## config.mk

```make
export PLATFORM = sky130hd
export DESIGN_NAME = bresenham_line_point_generator
export DESIGN_NICKNAME = d
export VERILOG_FILES = /design/src/hw/rtl/blpg_pkg.sv /design/src/hw/rtl/blpg_front.sv /design/src/hw/rtl/blpg_fifo.sv /design/src/hw/rtl/blpg_back.sv /design/src/hw/rtl/bresenham_line_point_generator.sv
export SDC_FILE = /design/constraint.sdc
export NUM_CORES = 1
export LEC_CHECK = 0
export ABC_CLOCK_PERIOD_IN_PS = 6390
export BUFFER_PORTS_ARGS = -buffer_cell sky130_fd_sc_hd__clkbuf_2
export CORE_ASPECT_RATIO = 0.5
export CORE_MARGIN = 2
export CORE_UTILIZATION = 50
export CTS_CLUSTER_SIZE = 16
export DETAILED_ROUTE_END_ITERATION = 8
export PLACE_DENSITY_LB_ADDON = 0.05
export SYNTH_ARGS = -nofsm -noshare
export SYNTH_HDL_FRONTEND = slang
export SYNTH_HIERARCHICAL = 1
export SYNTH_SLANG_ARGS = --single-unit
```

## constraint.sdc

```tcl
create_clock -name clk -period 6.39 [get_ports clk]
set_input_delay 1.278 -clock clk [delete_from_list [all_inputs] [get_ports clk]]
set_output_delay 1.278 -clock clk [all_outputs]
set_load 0.01 [all_outputs]
```

## src/hw/rtl/blpg_pkg.sv

```systemverilog
`timescale 1ns / 1ps
`default_nettype none

package blpg_pkg;

    // Per-line direction flags handed from the front end to the stepper
    typedef struct packed {
        logic x_major;   // step along x, else along y
        logic step_neg;  // minor coordinate decrements
    } blpg_dir_t;

    localparam int DIR_BITS = $bits(blpg_dir_t);

    // Guard bits on the error term above 2^COORD_BITS
    localparam int ERR_GUARD = 3;

endpackage

`default_nettype wire

```

## src/hw/rtl/blpg_front.sv

```systemverilog
`timescale 1ns / 1ps
`default_nettype none

module blpg_front
    import blpg_pkg::*;
#(
    parameter int COORD_BITS = 6
) (
    input  wire logic                        in_valid,
    output logic                             in_ready,
    input  wire logic [COORD_BITS-1:0]       ax,
    input  wire logic [COORD_BITS-1:0]       ay,
    input  wire logic [COORD_BITS-1:0]       bx,
    input  wire logic [COORD_BITS-1:0]       by,
    output logic                             push,
    input  wire logic                        full,
    output blpg_dir_t                        dir,
    output logic [COORD_BITS-1:0]            lo_x,
    output logic [COORD_BITS-1:0]            lo_y,
    output logic [COORD_BITS-1:0]            dmaj,
    output logic [COORD_BITS-1:0]            dmin,
    output logic signed [COORD_BITS+ERR_GUARD-1:0] err_init
);

    logic signed [COORD_BITS:0] dx;
    logic signed [COORD_BITS:0] dy;
    logic [COORD_BITS-1:0]      adx;
    logic [COORD_BITS-1:0]      ady;
    logic                       swap;
    logic [COORD_BITS:0]        adx_w;
    logic [COORD_BITS:0]        ady_w;

    always_comb
    begin
        dx    = $signed({1'b0, bx}) - $signed({1'b0, ax});
        dy    = $signed({1'b0, by}) - $signed({1'b0, ay});
        adx_w = dx[COORD_BITS] ? $unsigned(-dx) : $unsigned(dx);
        ady_w = dy[COORD_BITS] ? $unsigned(-dy) : $unsigned(dy);
        adx   = adx_w[COORD_BITS-1:0];
        ady   = ady_w[COORD_BITS-1:0];

        dir.x_major = (ady < adx);
        swap        = dir.x_major ? dx[COORD_BITS] : dy[COORD_BITS];

        lo_x = swap ? bx : ax;
        lo_y = swap ? by : ay;
        dmaj = dir.x_major ? adx : ady;
        dmin = dir.x_major ? ady : adx;

        // minor delta seen from the lower endpoint
        if (dir.x_major)
            dir.step_neg = swap ? (dy > 0) : dy[COORD_BITS];
        else
            dir.step_neg = swap ? (dx > 0) : dx[COORD_BITS];

        err_init = $signed({{(ERR_GUARD-1){1'b0}}, dmin, 1'b0})
                 - $signed({{ERR_GUARD{1'b0}}, dmaj});
    end

    // zero-length lines are taken and dropped
    assign in_ready = !full;
    assign push     = in_valid && !full && (dmaj != '0);

endmodule

`default_nettype wire

```

## src/hw/rtl/blpg_fifo.sv

```systemverilog
`timescale 1ns / 1ps
`default_nettype none

module blpg_fifo #(
    parameter int WIDTH = 8
) (
    input  wire logic             clk,
    input  wire logic             rst_n,
    input  wire logic             push,
    input  wire logic [WIDTH-1:0] wdata,
    output logic                  full,
    input  wire logic             pop,
    output logic [WIDTH-1:0]      rdata,
    output logic                  empty
);

    logic [WIDTH-1:0] mem_reg [2];
    logic             wr_ptr_reg;
    logic             wr_ptr_next;
    logic             rd_ptr_reg;
    logic             rd_ptr_next;
    logic [1:0]       count_reg;
    logic [1:0]       count_next;
    logic             do_push;
    logic             do_pop;

    assign full    = (count_reg == 2'd2);
    assign empty   = (count_reg == 2'd0);
    assign do_push = push && !full;
    assign do_pop  = pop && !empty;
    assign rdata   = mem_reg[rd_ptr_reg];

    always_comb
    begin
        wr_ptr_next = do_push ? !wr_ptr_reg : wr_ptr_reg;
        rd_ptr_next = do_pop ? !rd_ptr_reg : rd_ptr_reg;
        count_next  = count_reg + {1'b0, do_push} - {1'b0, do_pop};
    end

    always_ff @(posedge clk)
    begin
        if (do_push)
            mem_reg[wr_ptr_reg] <= wdata;
    end

    always_ff @(posedge clk or negedge rst_n)
    begin
        if (!rst_n)
        begin
            wr_ptr_reg <= 1'b0;
            rd_ptr_reg <= 1'b0;
            count_reg  <= 2'd0;
        end
        else
        begin
            wr_ptr_reg <= wr_ptr_next;
            rd_ptr_reg <= rd_ptr_next;
            count_reg  <= count_next;
        end
    end

endmodule

`default_nettype wire

```

## src/hw/rtl/blpg_back.sv

```systemverilog
`timescale 1ns / 1ps
`default_nettype none

module blpg_back
    import blpg_pkg::*;
#(
    parameter int COORD_BITS = 6
) (
    input  wire logic                                  clk,
    input  wire logic                                  rst_n,
    input  wire logic                                  empty,
    output logic                                       pop,
    input  wire blpg_dir_t                             dir,
    input  wire logic [COORD_BITS-1:0]                 lo_x,
    input  wire logic [COORD_BITS-1:0]                 lo_y,
    input  wire logic [COORD_BITS-1:0]                 dmaj,
    input  wire logic [COORD_BITS-1:0]                 dmin,
    input  wire logic signed [COORD_BITS+ERR_GUARD-1:0] err_init,
    output logic                                       out_valid,
    input  wire logic                                  out_ready,
    output logic [COORD_BITS-1:0]                      out_x,
    output logic [COORD_BITS-1:0]                      out_y,
    output logic                                       out_last
);

    localparam int EW = COORD_BITS + ERR_GUARD;

    logic                         busy_reg;
    logic                         busy_next;
    blpg_dir_t                    dir_reg;
    logic [COORD_BITS-1:0]        maj_reg;
    logic [COORD_BITS-1:0]        min_reg;
    logic [COORD_BITS-1:0]        cnt_reg;
    logic [COORD_BITS-1:0]        dmaj_reg;
    logic [COORD_BITS-1:0]        dmin_reg;
    logic signed [EW-1:0]         err_reg;
    logic signed [EW-1:0]         err_next;
    logic [COORD_BITS-1:0]        min_next;

    logic                         ovalid_reg;
    logic                         ovalid_next;
    logic [COORD_BITS-1:0]        ox_reg;
    logic [COORD_BITS-1:0]        oy_reg;
    logic                         olast_reg;

    logic                         adv;
    logic                         is_last;
    logic signed [EW-1:0]         twice_dmin;
    logic signed [EW-1:0]         twice_dmaj;

    assign adv     = busy_reg && (!ovalid_reg || out_ready);
    assign is_last = (cnt_reg == dmaj_reg - 1'b1);
    // load the next line while the current one retires its last point
    assign pop     = !empty && (!busy_reg || (adv && is_last));

    always_comb
    begin
        twice_dmin = $signed({{(ERR_GUARD-1){1'b0}}, dmin_reg, 1'b0});
        twice_dmaj = $signed({{(ERR_GUARD-1){1'b0}}, dmaj_reg, 1'b0});
        if (err_reg > 0)
        begin
            err_next = err_reg + twice_dmin - twice_dmaj;
            min_next = dir_reg.step_neg ? min_reg - 1'b1 : min_reg + 1'b1;
        end
        else
        begin
            err_next = err_reg + twice_dmin;
            min_next = min_reg;
        end

        if (pop)
            busy_next = 1'b1;
        else if (adv && is_last)
            busy_next = 1'b0;
        else
            busy_next = busy_reg;

        if (adv)
            ovalid_next = 1'b1;
        else if (out_ready)
            ovalid_next = 1'b0;
        else
            ovalid_next = ovalid_reg;
    end

    always_ff @(posedge clk)
    begin
        if (pop)
        begin
            dir_reg  <= dir;
            maj_reg  <= dir.x_major ? lo_x : lo_y;
            min_reg  <= dir.x_major ? lo_y : lo_x;
            cnt_reg  <= '0;
            dmaj_reg <= dmaj;
            dmin_reg <= dmin;
            err_reg  <= err_init;
        end
        else if (adv)
        begin
            maj_reg <= maj_reg + 1'b1;
            min_reg <= min_next;
            cnt_reg <= cnt_reg + 1'b1;
            err_reg <= err_next;
        end

        if (adv)
        begin
            ox_reg    <= dir_reg.x_major ? maj_reg : min_reg;
            oy_reg    <= dir_reg.x_major ? min_reg : maj_reg;
            olast_reg <= is_last;
        end
    end

    always_ff @(posedge clk or negedge rst_n)
    begin
        if (!rst_n)
        begin
            busy_reg   <= 1'b0;
            ovalid_reg <= 1'b0;
        end
        else
        begin
            busy_reg   <= busy_next;
            ovalid_reg <= ovalid_next;
        end
    end

    assign out_valid = ovalid_reg;
    assign out_x     = ox_reg;
    assign out_y     = oy_reg;
    assign out_last  = olast_reg;

endmodule

`default_nettype wire

```

## src/hw/rtl/bresenham_line_point_generator.sv

```systemverilog
`timescale 1ns / 1ps
`default_nettype none

// Channel  Dir  Beat contents
// s_*      in   one line: start_x, start_y, end_x, end_y
// m_*      out  one raster point: point_x, point_y; tlast marks the final point
//
// Each line is classified in the cycle it is taken and queued (two entries).
// The stepper then emits one point per cycle unless m_tready stalls it,
// max(|dx|,|dy|) beats per line (up to 2^COORD_BITS - 1); a zero-length line
// gives no beat. Lines run back to back: the next is loaded as the last point
// of the current one leaves. Reset clears the queue and the stepper. A stalled
// m side fills the queue and then holds s_tready low.
module bresenham_line_point_generator
    import blpg_pkg::*;
#(
    parameter int COORD_BITS = 6
) (
    input  wire logic                                  clk,
    input  wire logic                                  rst_n,
    input  wire logic                                  s_tvalid,
    output logic                                       s_tready,
    // start_x, start_y, end_x, end_y (low bits first)
    input  wire logic [((4*COORD_BITS+7)/8)*8-1:0]     s_tdata,
    output logic                                       m_tvalid,
    input  wire logic                                  m_tready,
    // point_x, point_y (low bits first), zero padded
    output logic [((2*COORD_BITS+7)/8)*8-1:0]          m_tdata,
    output logic                                       m_tlast
);

    localparam int C      = COORD_BITS;
    localparam int EW     = C + ERR_GUARD;
    localparam int DESC_W = DIR_BITS + 4*C + EW;
    localparam int OUT_W  = ((2*C+7)/8)*8;

    blpg_dir_t              f_dir;
    blpg_dir_t              b_dir;
    logic [C-1:0]           f_lo_x, f_lo_y, f_dmaj, f_dmin;
    logic [C-1:0]           b_lo_x, b_lo_y, b_dmaj, b_dmin;
    logic signed [EW-1:0]   f_err;
    logic signed [EW-1:0]   b_err;
    logic                   push, full, pop, empty;
    logic [DESC_W-1:0]      wdata;
    logic [DESC_W-1:0]      rdata;
    logic [C-1:0]           pt_x, pt_y;

    blpg_front #(.COORD_BITS(C)) u_front (
        .in_valid (s_tvalid),
        .in_ready (s_tready),
        .ax       (s_tdata[C-1:0]),
        .ay       (s_tdata[2*C-1:C]),
        .bx       (s_tdata[3*C-1:2*C]),
        .by       (s_tdata[4*C-1:3*C]),
        .push     (push),
        .full     (full),
        .dir      (f_dir),
        .lo_x     (f_lo_x),
        .lo_y     (f_lo_y),
        .dmaj     (f_dmaj),
        .dmin     (f_dmin),
        .err_init (f_err)
    );

    assign wdata = {f_dir, f_lo_x, f_lo_y, f_dmaj, f_dmin, f_err};

    blpg_fifo #(.WIDTH(DESC_W)) u_fifo (
        .clk   (clk),
        .rst_n (rst_n),
        .push  (push),
        .wdata (wdata),
        .full  (full),
        .pop   (pop),
        .rdata (rdata),
        .empty (empty)
    );

    assign {b_dir, b_lo_x, b_lo_y, b_dmaj, b_dmin, b_err} = rdata;

    blpg_back #(.COORD_BITS(C)) u_back (
        .clk       (clk),
        .rst_n     (rst_n),
        .empty     (empty),
        .pop       (pop),
        .dir       (b_dir),
        .lo_x      (b_lo_x),
        .lo_y      (b_lo_y),
        .dmaj      (b_dmaj),
        .dmin      (b_dmin),
        .err_init  (b_err),
        .out_valid (m_tvalid),
        .out_ready (m_tready),
        .out_x     (pt_x),
        .out_y     (pt_y),
        .out_last  (m_tlast)
    );

    assign m_tdata = OUT_W'({pt_y, pt_x});

endmodule

`default_nettype wire

```

; ---- Word-level counts from Yosys, hierarchy flattened
; Memories as Yosys holds them, arrays and structs flattened.
; Index checks and enable logic that the tools add are counted.
[totals]
mem_bits_rw = 70
n_memories = 1
ff_bits = 60
inputBits = 28
[memory_table]
columns = memory, depth, word_bits, rd, rd_clocked_by_memory_dff, wr, line
row1 = u_fifo.mem_reg, 2, 35, 1, 0, 1, blpg_fifo.sv:17  ; logic [WIDTH-1:0] mem_reg [2];
[classes]
eq_ne = 2
n_reduce_logical = 22
order_cmp = 4
add_sub_neg = 14
mux = 29
[op_table]
columns = operator, n
row1 = $mux W6, 16
row2 = $mux W9, 3
row3 = $add A6 B1 Y6 const B, 3
row4 = $gt A7 B1 Y1 const B, 2
row5 = $sub A6 B6 Y7, 2
row6 = $neg A6 Y6, 2
row7 = $sub A6 B1 Y6 const B, 2
row8 = $mux W1, 10
row9 = $add A9 B8 Y9, 1
row10 = $gt A9 B1 Y1 const B, 1
row11 = $sub A9 B8 Y9, 1
row12 = $reduce_bool A2 Y1, 4
row13 = $sub A7 B6 Y8, 1
row14 = $logic_and A1 B1 Y1, 7
row15 = $eq A6 B6 Y1, 1
row16 = $logic_not A1 Y1, 6
row17 = $lt A6 B6 Y1, 1
row18 = $reduce_bool A6 Y1, 1
row19 = $add A2 B1 Y2, 1
row20 = $eq A2 B2 Y1 const B, 1
row21 = $logic_not A2 Y1, 1
row22 = $logic_or A1 B1 Y1, 2
row23 = $reduce_and A2 Y1, 1
row24 = $sub A2 B1 Y2, 1

; ---- Depth between registers and ports, before layout
; Gate-level depths: netlist (run 1).
[logic_depth]
depth_word = 10
depth_mapped = 22
mapped_depth_nobuf = 22

; ---- Modules after synthesis
; The synthesis (run 1) kept the hierarchy.
[modules_own_cells]
columns = mod, seq_area_each_um2, cells_per_inst, n_inst, area_per_inst_um2
row1 = blpg_back, 1611.5, 274, 1, 3350.7
row2 = blpg_fifo, 2202.1, 127, 1, 2876.5
row3 = blpg_front, 0.0, 205, 1, 1550.2
row4 = bresenham_line_point_generator, 0.0, 5, 1, 33.8

; ---- Least setup slack after synthesis (run 1)
; No wires, ideal clock.
[synth_path]
path_type = input-to-reg
from = input port s_tdata[12]
to = memory u_fifo/mem_reg[0][0] (netlist name) (enable)
cell_stages = 18
slack_ps = 84
n_path_buf = 0
arrival_ps = 5879
required_time_ps = 5963
path_cell_list = inv_1 -> ha_1 -> fa_1 -> xor2_1 -> and3_4 -> o21ai_0 -> o211ai_2 -> xor2_1 -> inv_1 -> ha_1 -> nand4_1 -> o221ai_2 -> inv_2 -> and4_1 -> a41o_1 -> a41oi_2 -> nand2_1 -> nor2_1
[synth_lines]
columns = element, line
row1 = "start, declared", bresenham_line_point_generator.sv:24  ; input wire logic [((4*COORD_BITS+7)/8)*8-1:0] s_tdata,
row2 = "end, declared", blpg_fifo.sv:17

==> reports/metrics.csv, run 1 <==
stage;metric;value;unit
synthesis;Synth area leaders;edfxtp_1 (45%), ha_1 (7.2%), mux2_4 (7.1%);
min_path;Hold Startpoint;u_fifo/count_reg[1];
clocking;Max Root-Sink Buffers;2;
place;placed inst area;8180;sq um
sta;final hold viol count;0;
detailed_routing;Post-Route M1 WL;8.45;mm
sta;Period minus WS final;5.59;ns
power;internal power;2.97;mW
detailed_routing;1st-pass router iterations;5;
detailed_routing;met3 wire length;471;microns
synthesis;Post-synth ARST share;4.62;%
cells_and_area;antenna fix cells;0;
critical_path;Crit path required time;6.58;ns
synthesis;cell type with the largest total area after synthesis;edfxtp_1;
cells_and_area;fraction of layout cells with a size suffix above 1;25.0;%
detailed_routing;DRC Markers;0;
synthesis;Post-Synthesis Cells;611;
synthesis;Avg Cell Area, Syn;12.8;sq um
power;switching pwr;1.67;mW
clocking;root buf cell;clkbuf_16;
sta;Worst slew margin;38.5;%
synthesis;Synth top area share;45.4;%
sta;max-slew violation count;0;
sta;Final period util;87.4;%
place;RePlAce Congestion;0.878;
clocking;CTS buffer count;17;
power;power per cell area;530;nW/um^2
clocking;Skew-Pair Late Insertion Delay;0.41;ns
critical_path;WP data arrival;5.78;ns
detailed_routing;ANT nets after route;0;
clocking;H-tree depth;4;
cells_and_area;max reg flops;70;
grt;GRT Util Overall;19.2;%
sta;Slew @ Worst Pin;0.923;ns
detailed_routing;DR vias;4646;
grt;pin count of the biggest net entering global routing;45;
critical_path;WP buf/inv;4;
critical_path;delay-heaviest family, CP;compound AO/OA/AOI/OAI gates;
place;I/O Buffers;42;
critical_path;worst reg2reg startpoint;u_back/dmaj_reg[0];
power;worst vdd ir;0.000254;V
detailed_routing;DRT Wirelength;15.2;mm
critical_path;Critical Path Source;s_tdata[0];
grt;vias in the first global route;4538;
critical_path;worst-path fanout max;9;
grt;initial antenna violation count;0;
clocking;Hold Buf Count CTS;0;
critical_path;CP endpoint kind;flop;
power;leak pwr;3.60;nW
detailed_routing;Top Metal Used;met4;
sta;RSZ-0062 raised after global routing;false;
synthesis;sequential element share of the synthesized area;48.8;%
grt;grt total ovfl;0;
die;Core Area;15300;sq um
detailed_routing;metal2 WL;6.23;mm
place;Place WS;0.446;ns
synthesis;prevailing post-synth register cell;edfxtp_1;
cells_and_area;Layout Cell Area excl Fill;8750;sq um
die;die footprint;16700;sq um
power;Comb pwr share;46.6;%
critical_path;crit-path cells;clkbuf_2, ha_1, fa_1, xor2_1, and3_4, o21ai_0, o211ai_2, xor2_1, inv_1, ha_1, nand4_1, o221ai_2, inv_2, nand2_1, a21boi_0, inv_1, ha_1, nand3_1, o2111ai_1, o21ba_2, nor3_2;
die;die span in x;181;microns
synthesis;Synth Cell Area;7810;sq um
power;overall power;4.64;mW
synthesis;Seq cells post-synth;130;
critical_path;Worst Path Class, Setup;primary input to flop;
grt;first-pass GRT wire length;24.4;mm
critical_path;startpoint types;primary input;
detailed_routing;Starting DRT DRC Count;265;
cells_and_area;Nets;743;
power;net switching share of the total power;35.9;%
power;clock power share;19.9;%
die;Vert. Die Dim;92.4;microns
die;# IOs;47;
clocking;CTS tree;yes;
detailed_routing;drt via density;5.27;
detailed_routing;wire per inst;17.2;microns
run_status;run status;complete, no violations;
power;Sequential Power Share;33.5;%
place;HPWL after DPL;11.1;mm
sta;final setup margin;0.803;ns
synthesis;Ys Warns;6;
clocking;post-CTS sizing;0;
synthesis;post-synthesis cell type count;70;
critical_path;crit-path max cell delay;0.40;ns
run;max_cap viols;0;
min_path;Hold WC Path Type;flop to flop;
synthesis;Post-synth EDFFs;118;
clocking;clock-pin slew on the worst setup and hold paths;0.06;ns
critical_path;Critical Path Slowest Stage Cell;fa_1;
cells_and_area;synthesis-to-finish area growth;12.0;%
die;row cnt;32;
critical_path;most used cell, CP;ha_1;
sta;f_max;0.179;GHz
die;Initial Util;50.9;%
sta;total negative slack;0;ns
sta;Final Setup Violations;0;
clocking;post-CTS setup buffer count;0;
clocking;CTS sink cnt;130;
sta;Setup Skew;0.0142;ns
cells_and_area;post-layout util;57.1;%
==> synthesized netlist by cell type (2+ instances only) <==
| library cell | n |
|---|---|
| nand3_1 | 6 |
| and3b_1 | 3 |
| dfrtp_1 | 6 |
| edfxtp_1 | 118 |
| o211ai_1 | 2 |
| inv_1 | 47 |
| o2111ai_1 | 3 |
| a21o_1 | 11 |
| o21ai_0 | 23 |
| buf_6 | 2 |
| mux2_4 | 37 |
| a211oi_1 | 4 |
| nand2_1 | 29 |
| nand3b_1 | 4 |
| clkbuf_1 | 4 |
| nor3_1 | 5 |
| nand4_1 | 4 |
| buf_12 | 4 |
| nor2b_1 | 11 |
| and2_1 | 3 |
| nand2b_1 | 6 |
| o211ai_2 | 2 |
| and3_1 | 4 |
| mux2_2 | 26 |
| mux2i_1 | 33 |
| xnor2_1 | 27 |
| or2_2 | 6 |
| xor2_1 | 19 |
| ha_1 | 45 |
| nor4_1 | 4 |
| a211oi_2 | 2 |
| buf_4 | 8 |
| fa_1 | 6 |
| dfxtp_1 | 6 |
| o21a_1 | 5 |
| o21ai_1 | 2 |
| nor2_1 | 24 |
| a21oi_1 | 25 |
| o21bai_1 | 4 |
==> kinds of logic after synthesis <==
kind of cell,Yosys count,synth area share [%]
multiplexers,97,15.3
flip-flops,130,48.8
buffers and inverters,67,4.65
XOR/XNOR,46,5.16
other,1,0.0480
AND/OR/NAND/NOR,117,7.93
AO/OA/AOI/OAI,102,9.39
adder cells (fa/ha/maj),51,8.75
==> worst reg2reg max path, cell delays in order (launching register included) <==
cell      delay, ns
edfxtp_1       0.42
inv_1          0.08
ha_1           0.23
nor2b_1        0.13
or3_1          0.34
a31o_2         0.27
o41ai_4        0.49
and2b_4        0.72
nor2b_2        0.37
ha_1           0.26
inv_1          0.05
ha_1           0.14
xnor2_1        0.13
xnor2_1        0.13
==> power groups by stage <==
stage	Clock, mW	Sequential (mW)	Combinational (mW)
4_1_cts	0.946	1.56	2.16
3_3_place_gp	0	1.56	2.12
6_report	0.925	1.55	2.16
3_5_place_dp	0	1.57	2.15
2_1_floorplan	0	1.54	1.70
5_1_grt	0.984	1.58	2.40
==> final timing paths <==
path | depth (start not counted) | slack (ns) | end
setup / recovery | 21 | 0.80 | u_fifo/mem_reg[0][7]
hold / removal | 1 | 0.50 | u_fifo/count_reg[1]
setup reg to reg | 13 | 2.55 | u_fifo/count_reg[1]
hold reg to reg | 1 | 0.50 | u_fifo/count_reg[1]
max in group asynchronous | 1 | 5.47 | u_fifo/rd_ptr_reg
min in group asynchronous | 1 | 0.72 | u_fifo/rd_ptr_reg
==> per-stage QoR <==
stage               instances  hold WS, ns
finish                    881        0.498
global route              881        0.551
detailed placement        849        0.493
global placement          849        0.483
floorplan                 614        0.461
CTS                       881        0.501
==> metal layers <==
metal	track usage (%)	vias to the layer above
met5	0	-
met4	3.97	0
met1	29.8	2226
met2	27.1	68
met3	4.36	2
li1	-	2350
==> layout by cell type (no fill, tap or decap), types with 4 or more instances in the layout <==
master,synthesis,layout
inv_1,47,47
ha_1,45,45
clkbuf_16,0,17
a211oi_1,4,4
o21bai_1,4,4
clkbuf_2,0,42
nand2_1,29,29
fa_1,6,6
buf_4,8,7
xnor2_1,27,27
xor2_1,19,19
nand3_1,6,6
nor4_1,4,4
nor2b_1,11,11
nor3_1,5,5
nand3b_1,4,4
clkinv_4,0,4
and3_1,4,4
mux2i_1,33,33
dfxtp_1,6,6
nand4_1,4,4
mux2_4,37,37
nand2b_1,6,6
dfrtp_1,6,5
edfxtp_1,118,118
nor2_1,24,23
conb_1,1,4
or2_2,6,6
a21o_1,11,11
o21a_1,5,5
mux2_2,26,26
a21oi_1,25,25
clkinv_2,0,4
o21ai_0,23,23
==> final cells by class <==
cell class                      count  area [sq um]
Multi-Input combinational cell    417          3650
Tap cell                          204           255
Inverter                           48           180
Timing Repair Buffer               50           283
Clock buffer                       18           429
Fill cell                        1267          6590
Sequential cell                   130          3810
Clock inverter                     14           139
Power figures use the tool's default switching activity.
==> run 2: changes to the inputs <==
ABC_AREA = 1   (was not set)
==> run 2 against run 1 <==
Compared with the run above: setup slack gained 0.40 ns; global-route usage grew 1.8 points; non-clock buffer count is 4 lower; core utilization fell by 0.44 points; critical path depth up 5; final area up 5.5%; clock skew is 0.0039 ns lower; sequential power barely moved; largest cell class unchanged; largest power group unchanged; highest routed layer unchanged.
==> reports/metrics.csv, run 2 <==
stage;metric;value;unit
run_status;run status;complete, no violations;
power;worst vdd ir;0.000186;V
clocking;clock-pin slew on the worst setup and hold paths;0.06;ns
place;placed cell count;1250;
synthesis;Post-synth ARST share;4.62;%
power;internal power;2.72;mW
cells_and_area;post-layout util;56.6;%
min_path;Min-Delay Path Depth;2;
place;placed inst area;8630;sq um
clocking;post-CTS sizing;0;
die;die span in x;186;microns
detailed_routing;Starting DRT DRC Count;423;
sta;f_max;0.193;GHz
sta;final hold viol count;0;
critical_path;reg2reg setup slack;3.51;ns
die;Core Area;16300;sq um
synthesis;commonest cells in the netlist;nand2_1 (356), inv_1 (139), edfxtp_1 (118);
critical_path;startpoint types;primary input;
synthesis;sequential element share of the synthesized area;45.9;%
power;Comb pwr share;45.7;%
detailed_routing;1st-pass router iterations;5;
clocking;CTS tree;yes;
detailed_routing;ANT nets after route;0;
clocking;CTS buffer count;17;
place;RePlAce Congestion;0.893;
die;# IOs;47;
synthesis;count leader, synth;nand2_1;
cells_and_area;antenna fix cells;0;
grt;grt total ovfl;0;
run;max_cap viols;0;
sta;Period minus WS final;5.19;ns
detailed_routing;DRT Wirelength;17.2;mm
clocking;Skew-Pair Late Insertion Delay;0.42;ns
power;switching pwr;1.98;mW
cells_and_area;post-route insts no fill;1282;
min_path;Hold Startpoint;u_fifo/wr_ptr_reg;
cells_and_area;max reg flops;70;
cells_and_area;most frequent cells in the layout;nand2_1 (356), inv_1 (139), edfxtp_1 (118);
sta;final setup margin;1.20;ns
clocking;H-tree depth;4;
sta;max-slew violation count;0;
die;Initial Util;50.9;%
sta;total negative slack;0;ns
synthesis;Ys Warns;6;
detailed_routing;DRC Markers;0;
critical_path;FF-to-FF End;u_back/err_reg[6];
power;clock power share;20.8;%
synthesis;prevailing post-synth register cell;edfxtp_1;
sta;Final period util;81.2;%
cells_and_area;Layout Cell Area excl Fill;9230;sq um
critical_path;Crit path required time;6.55;ns
synthesis;Synth area leaders;edfxtp_1 (43%), nand2_1 (16%), ha_1 (6.8%);
die;row cnt;33;
clocking;Max Root-Sink Buffers;2;
detailed_routing;wire per inst;13.5;microns
cells_and_area;synthesis-to-finish area growth;11.1;%
synthesis;Post-synth EDFFs;118;
detailed_routing;Top Metal Used;met4;
place;HPWL after DPL;12.9;mm
detailed_routing;DR vias;6206;
clocking;root buf cell;clkbuf_16;
cells_and_area;commonest non-fill, non-tap cell in the layout;nand2_1;
detailed_routing;Post-Route M1 WL;9.09;mm
power;net switching share of the total power;42.2;%
place;I/O Buffers;42;
sta;Slew @ Worst Pin;0.974;ns
synthesis;Avg Cell Area, Syn;8.29;sq um
sta;Worst slew margin;34.4;%
grt;vias in the first global route;5565;
grt;initial antenna violation count;0;
cells_and_area;filler instances;1466;
detailed_routing;metal2 WL;7.23;mm
grt;first-pass GRT wire length;28.0;mm
power;power per cell area;509;nW/um^2
cells_and_area;Nets;1121;
power;overall power;4.70;mW
grt;pin count of the biggest net entering global routing;38;
cells_and_area;fraction of layout cells with a size suffix above 1;14.0;%
synthesis;post-synthesis cell type count;43;
sta;Final Setup Violations;0;
sta;RSZ-0062 raised after global routing;false;
critical_path;Worst Path Class, Setup;primary input to flop;
grt;GRT Util Overall;21.0;%
critical_path;worst reg2reg startpoint;u_back/err_reg[1];
detailed_routing;drt via density;4.84;
clocking;Hold Buf Count CTS;0;
critical_path;CP endpoint kind;flop;
critical_path;WP data arrival;5.35;ns
clocking;CTS sink cnt;130;
critical_path;worst-path fanout max;15;
synthesis;Synth Cell Area;8310;sq um
sta;Hold WS;0.476;ns
synthesis;Seq cells post-synth;130;
synthesis;cell type with the largest total area after synthesis;edfxtp_1;
die;die footprint;17700;sq um
synthesis;Post-Synthesis Cells;1002;
power;Sequential Power Share;33.5;%
sta;Setup Skew;0.0104;ns
place;Place WS;0.732;ns
critical_path;cell depth of the worst flop-to-flop path;14;
min_path;hold endpoint;u_fifo/wr_ptr_reg;
power;leak pwr;4.54;nW
synthesis;Synth top area share;42.7;%
min_path;Hold WC Path Type;flop to flop;
detailed_routing;met3 wire length;802;microns
clocking;post-CTS setup buffer count;0;
die;Vert. Die Dim;95.2;microns
[run 2: area by class of cell]
class / instances / area, sq um / area share, %
Sequential cell: 130 / 3810 / 41.3
Tap cell: 227 / 284 / 3.08
Timing Repair Buffer: 46 / 240 / 2.60
Clock buffer: 17 / 425 / 4.61
Multi-Input combinational cell: 696 / 3720 / 40.2
Clock inverter: 15 / 180 / 1.95
Inverter: 151 / 574 / 6.22
[run 2: power by group through the flow]
stage,Clock (mW),Combinational [mW],Sequential (mW)
finish,0.977,2.15,1.57
global route,1.04,2.47,1.61
CTS,0.997,2.15,1.57
detailed placement,0,2.13,1.59
global placement,0,2.09,1.58
floorplan,0,1.69,1.58
[run 2: metal layers]
layer / up-vias / track usage (%)
li1: 3290 / -
met1: 2754 / 31.0
met2: 152 / 32.0
met3: 10 / 3.86
met4: 0 / 4.99
met5: - / 0
[run 2: logic make-up (layout without fill, tap and decap cells)]
| group | count (synthesis) | in the layout | synth area share, % |
|---|---|---|---|
| AOI/OAI and AO/OA | 76 | 76 | 5.06 |
| xor gates and xnor gates | 24 | 24 | 2.53 |
| adders and majority gates | 51 | 51 | 8.22 |
| buffers and inverters | 179 | 229 | 9.53 |
| DFF | 130 | 130 | 45.9 |
| other | 1 | 4 | 0.0451 |
| and+or+nand+nor | 541 | 541 | 28.7 |
[run 2: worst max path at each step]
stage	startpoint	end	slack, ns	cells past startpoint
after detailed placement	s_tdata[6]	u_fifo/mem_reg[0][6]	0.73	25
after CTS	s_tdata[6]	u_fifo/mem_reg[1][6]	1.18	25
after floorplan	s_tdata[18]	u_fifo/mem_reg[1][0]	0.47	24
final	s_tdata[18]	u_fifo/mem_reg[1][6]	1.20	26
after global routing	s_tdata[12]	u_fifo/mem_reg[1][6]	0.58	28
after global placement	s_tdata[18]	u_fifo/mem_reg[0][6]	0.88	26
[run 2: worst max-delay path, stage by stage]
cell	delay (ns)
clkbuf_2	0.07
inv_1	0.04
ha_1	0.21
fa_1	0.55
ha_1	0.20
inv_1	0.05
nor2_1	0.09
nand3_1	0.11
nand2_1	0.08
nand2_1	0.04
nand2_1	0.07
inv_1	0.06
ha_1	0.29
nand2_1	0.09
inv_1	0.05
a21oi_2	0.19
nand2_4	0.15
o21ai_0	0.43
inv_1	0.11
fa_1	0.41
o21ai_0	0.29
a21oi_1	0.11
o21ai_0	0.21
inv_1	0.06
nand2_1	0.06
nand2_1	0.05
==> run 3: changes to the inputs <==
ABC_AREA = 0   (was 1)
ABC_CLOCK_PERIOD_IN_PS = 4500   (was 6390)
clock period = 4.5 ns   (was 6.39 ns; I/O delays follow)
==> run 3 against run 2 <==
Compared with the run above: the run now ends with setup timing left; setup slack worse by 1.2 ns; non-clock buffer count increased by 108; wire length fell by 3.0%; global-route usage is 0.67 points lower; sequential power up 43%; clock skew is 0.0019 ns lower; largest power group unchanged; cell count is 23% lower; register-to-register slack got worse by 2.6 ns; via count decreased by 18%.
==> reports/metrics.csv, run 3 (synthesis gave the netlist of run 1 again) <==
stage;metric;value;unit
cells_and_area;synthesis-to-finish area growth;29.9;%
clocking;H-tree depth;4;
grt;first-pass GRT wire length;26.0;mm
die;die footprint;16700;sq um
sta;final hold viol count;0;
critical_path;Crit path required time;4.65;ns
die;Initial Util;50.9;%
clocking;CTS buffer count;17;
grt;grt total ovfl;0;
critical_path;reg2reg setup slack;0.92;ns
power;leak pwr;4.24;nW
cells_and_area;max reg flops;70;
cells_and_area;fraction of layout cells with a size suffix above 1;42.2;%
clocking;root buf cell;clkbuf_16;
critical_path;Worst Path Class, Setup;primary input to flop;
run;max_cap viols;0;
cells_and_area;commonest non-fill, non-tap cell in the layout;edfxtp_1;
place;RePlAce Congestion;0.806;
critical_path;delay-heaviest family, CP;adder cells;
detailed_routing;DRC Markers;0;
grt;GRT Util Overall;20.3;%
grt;initial antenna violation count;0;
critical_path;CP endpoint kind;flop;
sta;final setup margin;-0.0450;ns
grt;vias in the first global route;4991;
sta;Slew @ Worst Pin;0.921;ns
run_status;run status;finished with violations;
critical_path;WP buf/inv;5;
sta;Final period util;101;%
cells_and_area;Nets;847;
run_status;failing checks;setup timing;
critical_path;startpoint types;primary input;
clocking;Max Root-Sink Buffers;2;
die;# IOs;47;
cells_and_area;post-layout util;66.2;%
die;Core Area;15300;sq um
clocking;CTS sink cnt;130;
sta;max-slew violation count;0;
power;worst vdd ir;0.000461;V
cells_and_area;most frequent cells in the layout;edfxtp_1 (118), buf_4 (95), clkbuf_2 (41), inv_1 (41), mux2_4 (38);
grt;pin count of the biggest net entering global routing;31;
critical_path;crit-path max cell delay;0.38;ns
min_path;Hold WC Path Type;primary input to asynchronous set/reset pin;
clocking;Skew-Pair Late Insertion Delay;0.41;ns
detailed_routing;1st-pass router iterations;4;
place;Place WS;-0.786;ns
power;power per cell area;786;nW/um^2
die;die span in x;181;microns
sta;Period minus WS final;4.54;ns
detailed_routing;DRT Wirelength;16.7;mm
detailed_routing;Starting DRT DRC Count;313;
sta;RSZ-0062 raised after global routing;true;
cells_and_area;antenna fix cells;0;
place;HPWL after DPL;12.0;mm
sta;Setup Skew;0.00845;ns
sta;f_max;0.220;GHz
clocking;clock-pin slew on the worst setup and hold paths;0.06;ns
critical_path;WP data arrival;4.70;ns
detailed_routing;wire per inst;17.0;microns
detailed_routing;ANT nets after route;0;
clocking;CTS tree;yes;
detailed_routing;DR vias;5118;
clocking;Hold Buf Count CTS;0;
die;row cnt;32;
sta;Final Setup Violations;10;
detailed_routing;drt via density;5.20;
critical_path;crit-path cells;clkbuf_16, inv_12, ha_4, fa_2, xor2_2, and3_4, o2111ai_2, o211ai_2, xor2_1, inv_1, ha_4, nand4_1, o221ai_4, buf_6, mux2i_4, inv_2, fa_2, nor2b_4, o21ai_2, nand2_1, a21o_1, a21oi_2, xor2_1;
sta;Worst slew margin;38.6;%
place;I/O Buffers;42;
critical_path;worst-path fanout max;5;
critical_path;Critical Path Slowest Stage Cell;fa_2;
die;Vert. Die Dim;92.4;microns
## run 3: cell count changes in the layout (fill, tap and decap cells not counted), sizes merged, moves of 11 or more
cell | previous run | this run
nand3 | 83 | 6
nor2b | 0 | 12
a21o | 0 | 11
mux2 | 0 | 63
buf | 4 | 110
xnor2 | 8 | 27
inv | 162 | 48
mux2i | 0 | 34
nand2 | 388 | 29
nor2 | 53 | 24
a21oi | 37 | 26
## run 3: worst paths after layout
check                               startpoint                    to  cells past startpoint
max                                s_tdata[12]  u_fifo/mem_reg[1][6]                     23
min                                      rst_n   u_fifo/count_reg[0]                      1
max reg2reg                 u_back/dmaj_reg[0]     u_back/err_reg[3]                      9
min reg2reg                u_fifo/count_reg[1]   u_fifo/count_reg[1]                      1
max in group asynchronous                rst_n     u_fifo/rd_ptr_reg                      1
min in group clk           u_fifo/count_reg[1]   u_fifo/count_reg[1]                      1
## run 3: repair_timing
action | 4_1_cts | 5_1_grt
buffers inserted | 16 | 9
setup endpoints to repair | 86 | 84
gates resized for setup | 33 | 50
pin swaps | 19 | 27
cloned | 0 | 3
## run 3: where the power goes
part | internal, mW | switching [mW]
logic | 2.31 | 2.07
registers | 2.02 | 0.226
clock network | 0.857 | 0.490
## run 3: layout make-up
cell class | count | area [sq um]
Fill cell | 1149 | 5190
Multi-Input combinational cell | 417 | 4100
Sequential cell | 130 | 3810
Timing Repair Buffer | 154 | 1210
Clock buffer | 18 | 429
Tap cell | 204 | 255
Inverter | 48 | 198
Clock inverter | 13 | 144
## run 3: per-layer routing
layer,global-route usage (%),up-vias,wire (microns)
li1,-,2551,-
met1,30.1,2453,8530
met2,30.7,98,7350
met3,4.01,16,651
met4,4.84,0,193
met5,0,-,0
## run 3: per-stage QoR
step	cell area, sq um	hold slack (ns)	total power, mW	cells	TNS, ns
4_1_cts	9760	0.323	7.35	972	0
6_report	10100	0.339	7.97	984	-0.314
5_1_grt	10100	0.333	8.48	984	-3.40
3_5_place_dp	8900	0.486	5.79	925	-60.24
2_1_floorplan	7950	0.468	4.72	614	-20.10
3_3_place_gp	8900	0.484	5.71	925	-54.71
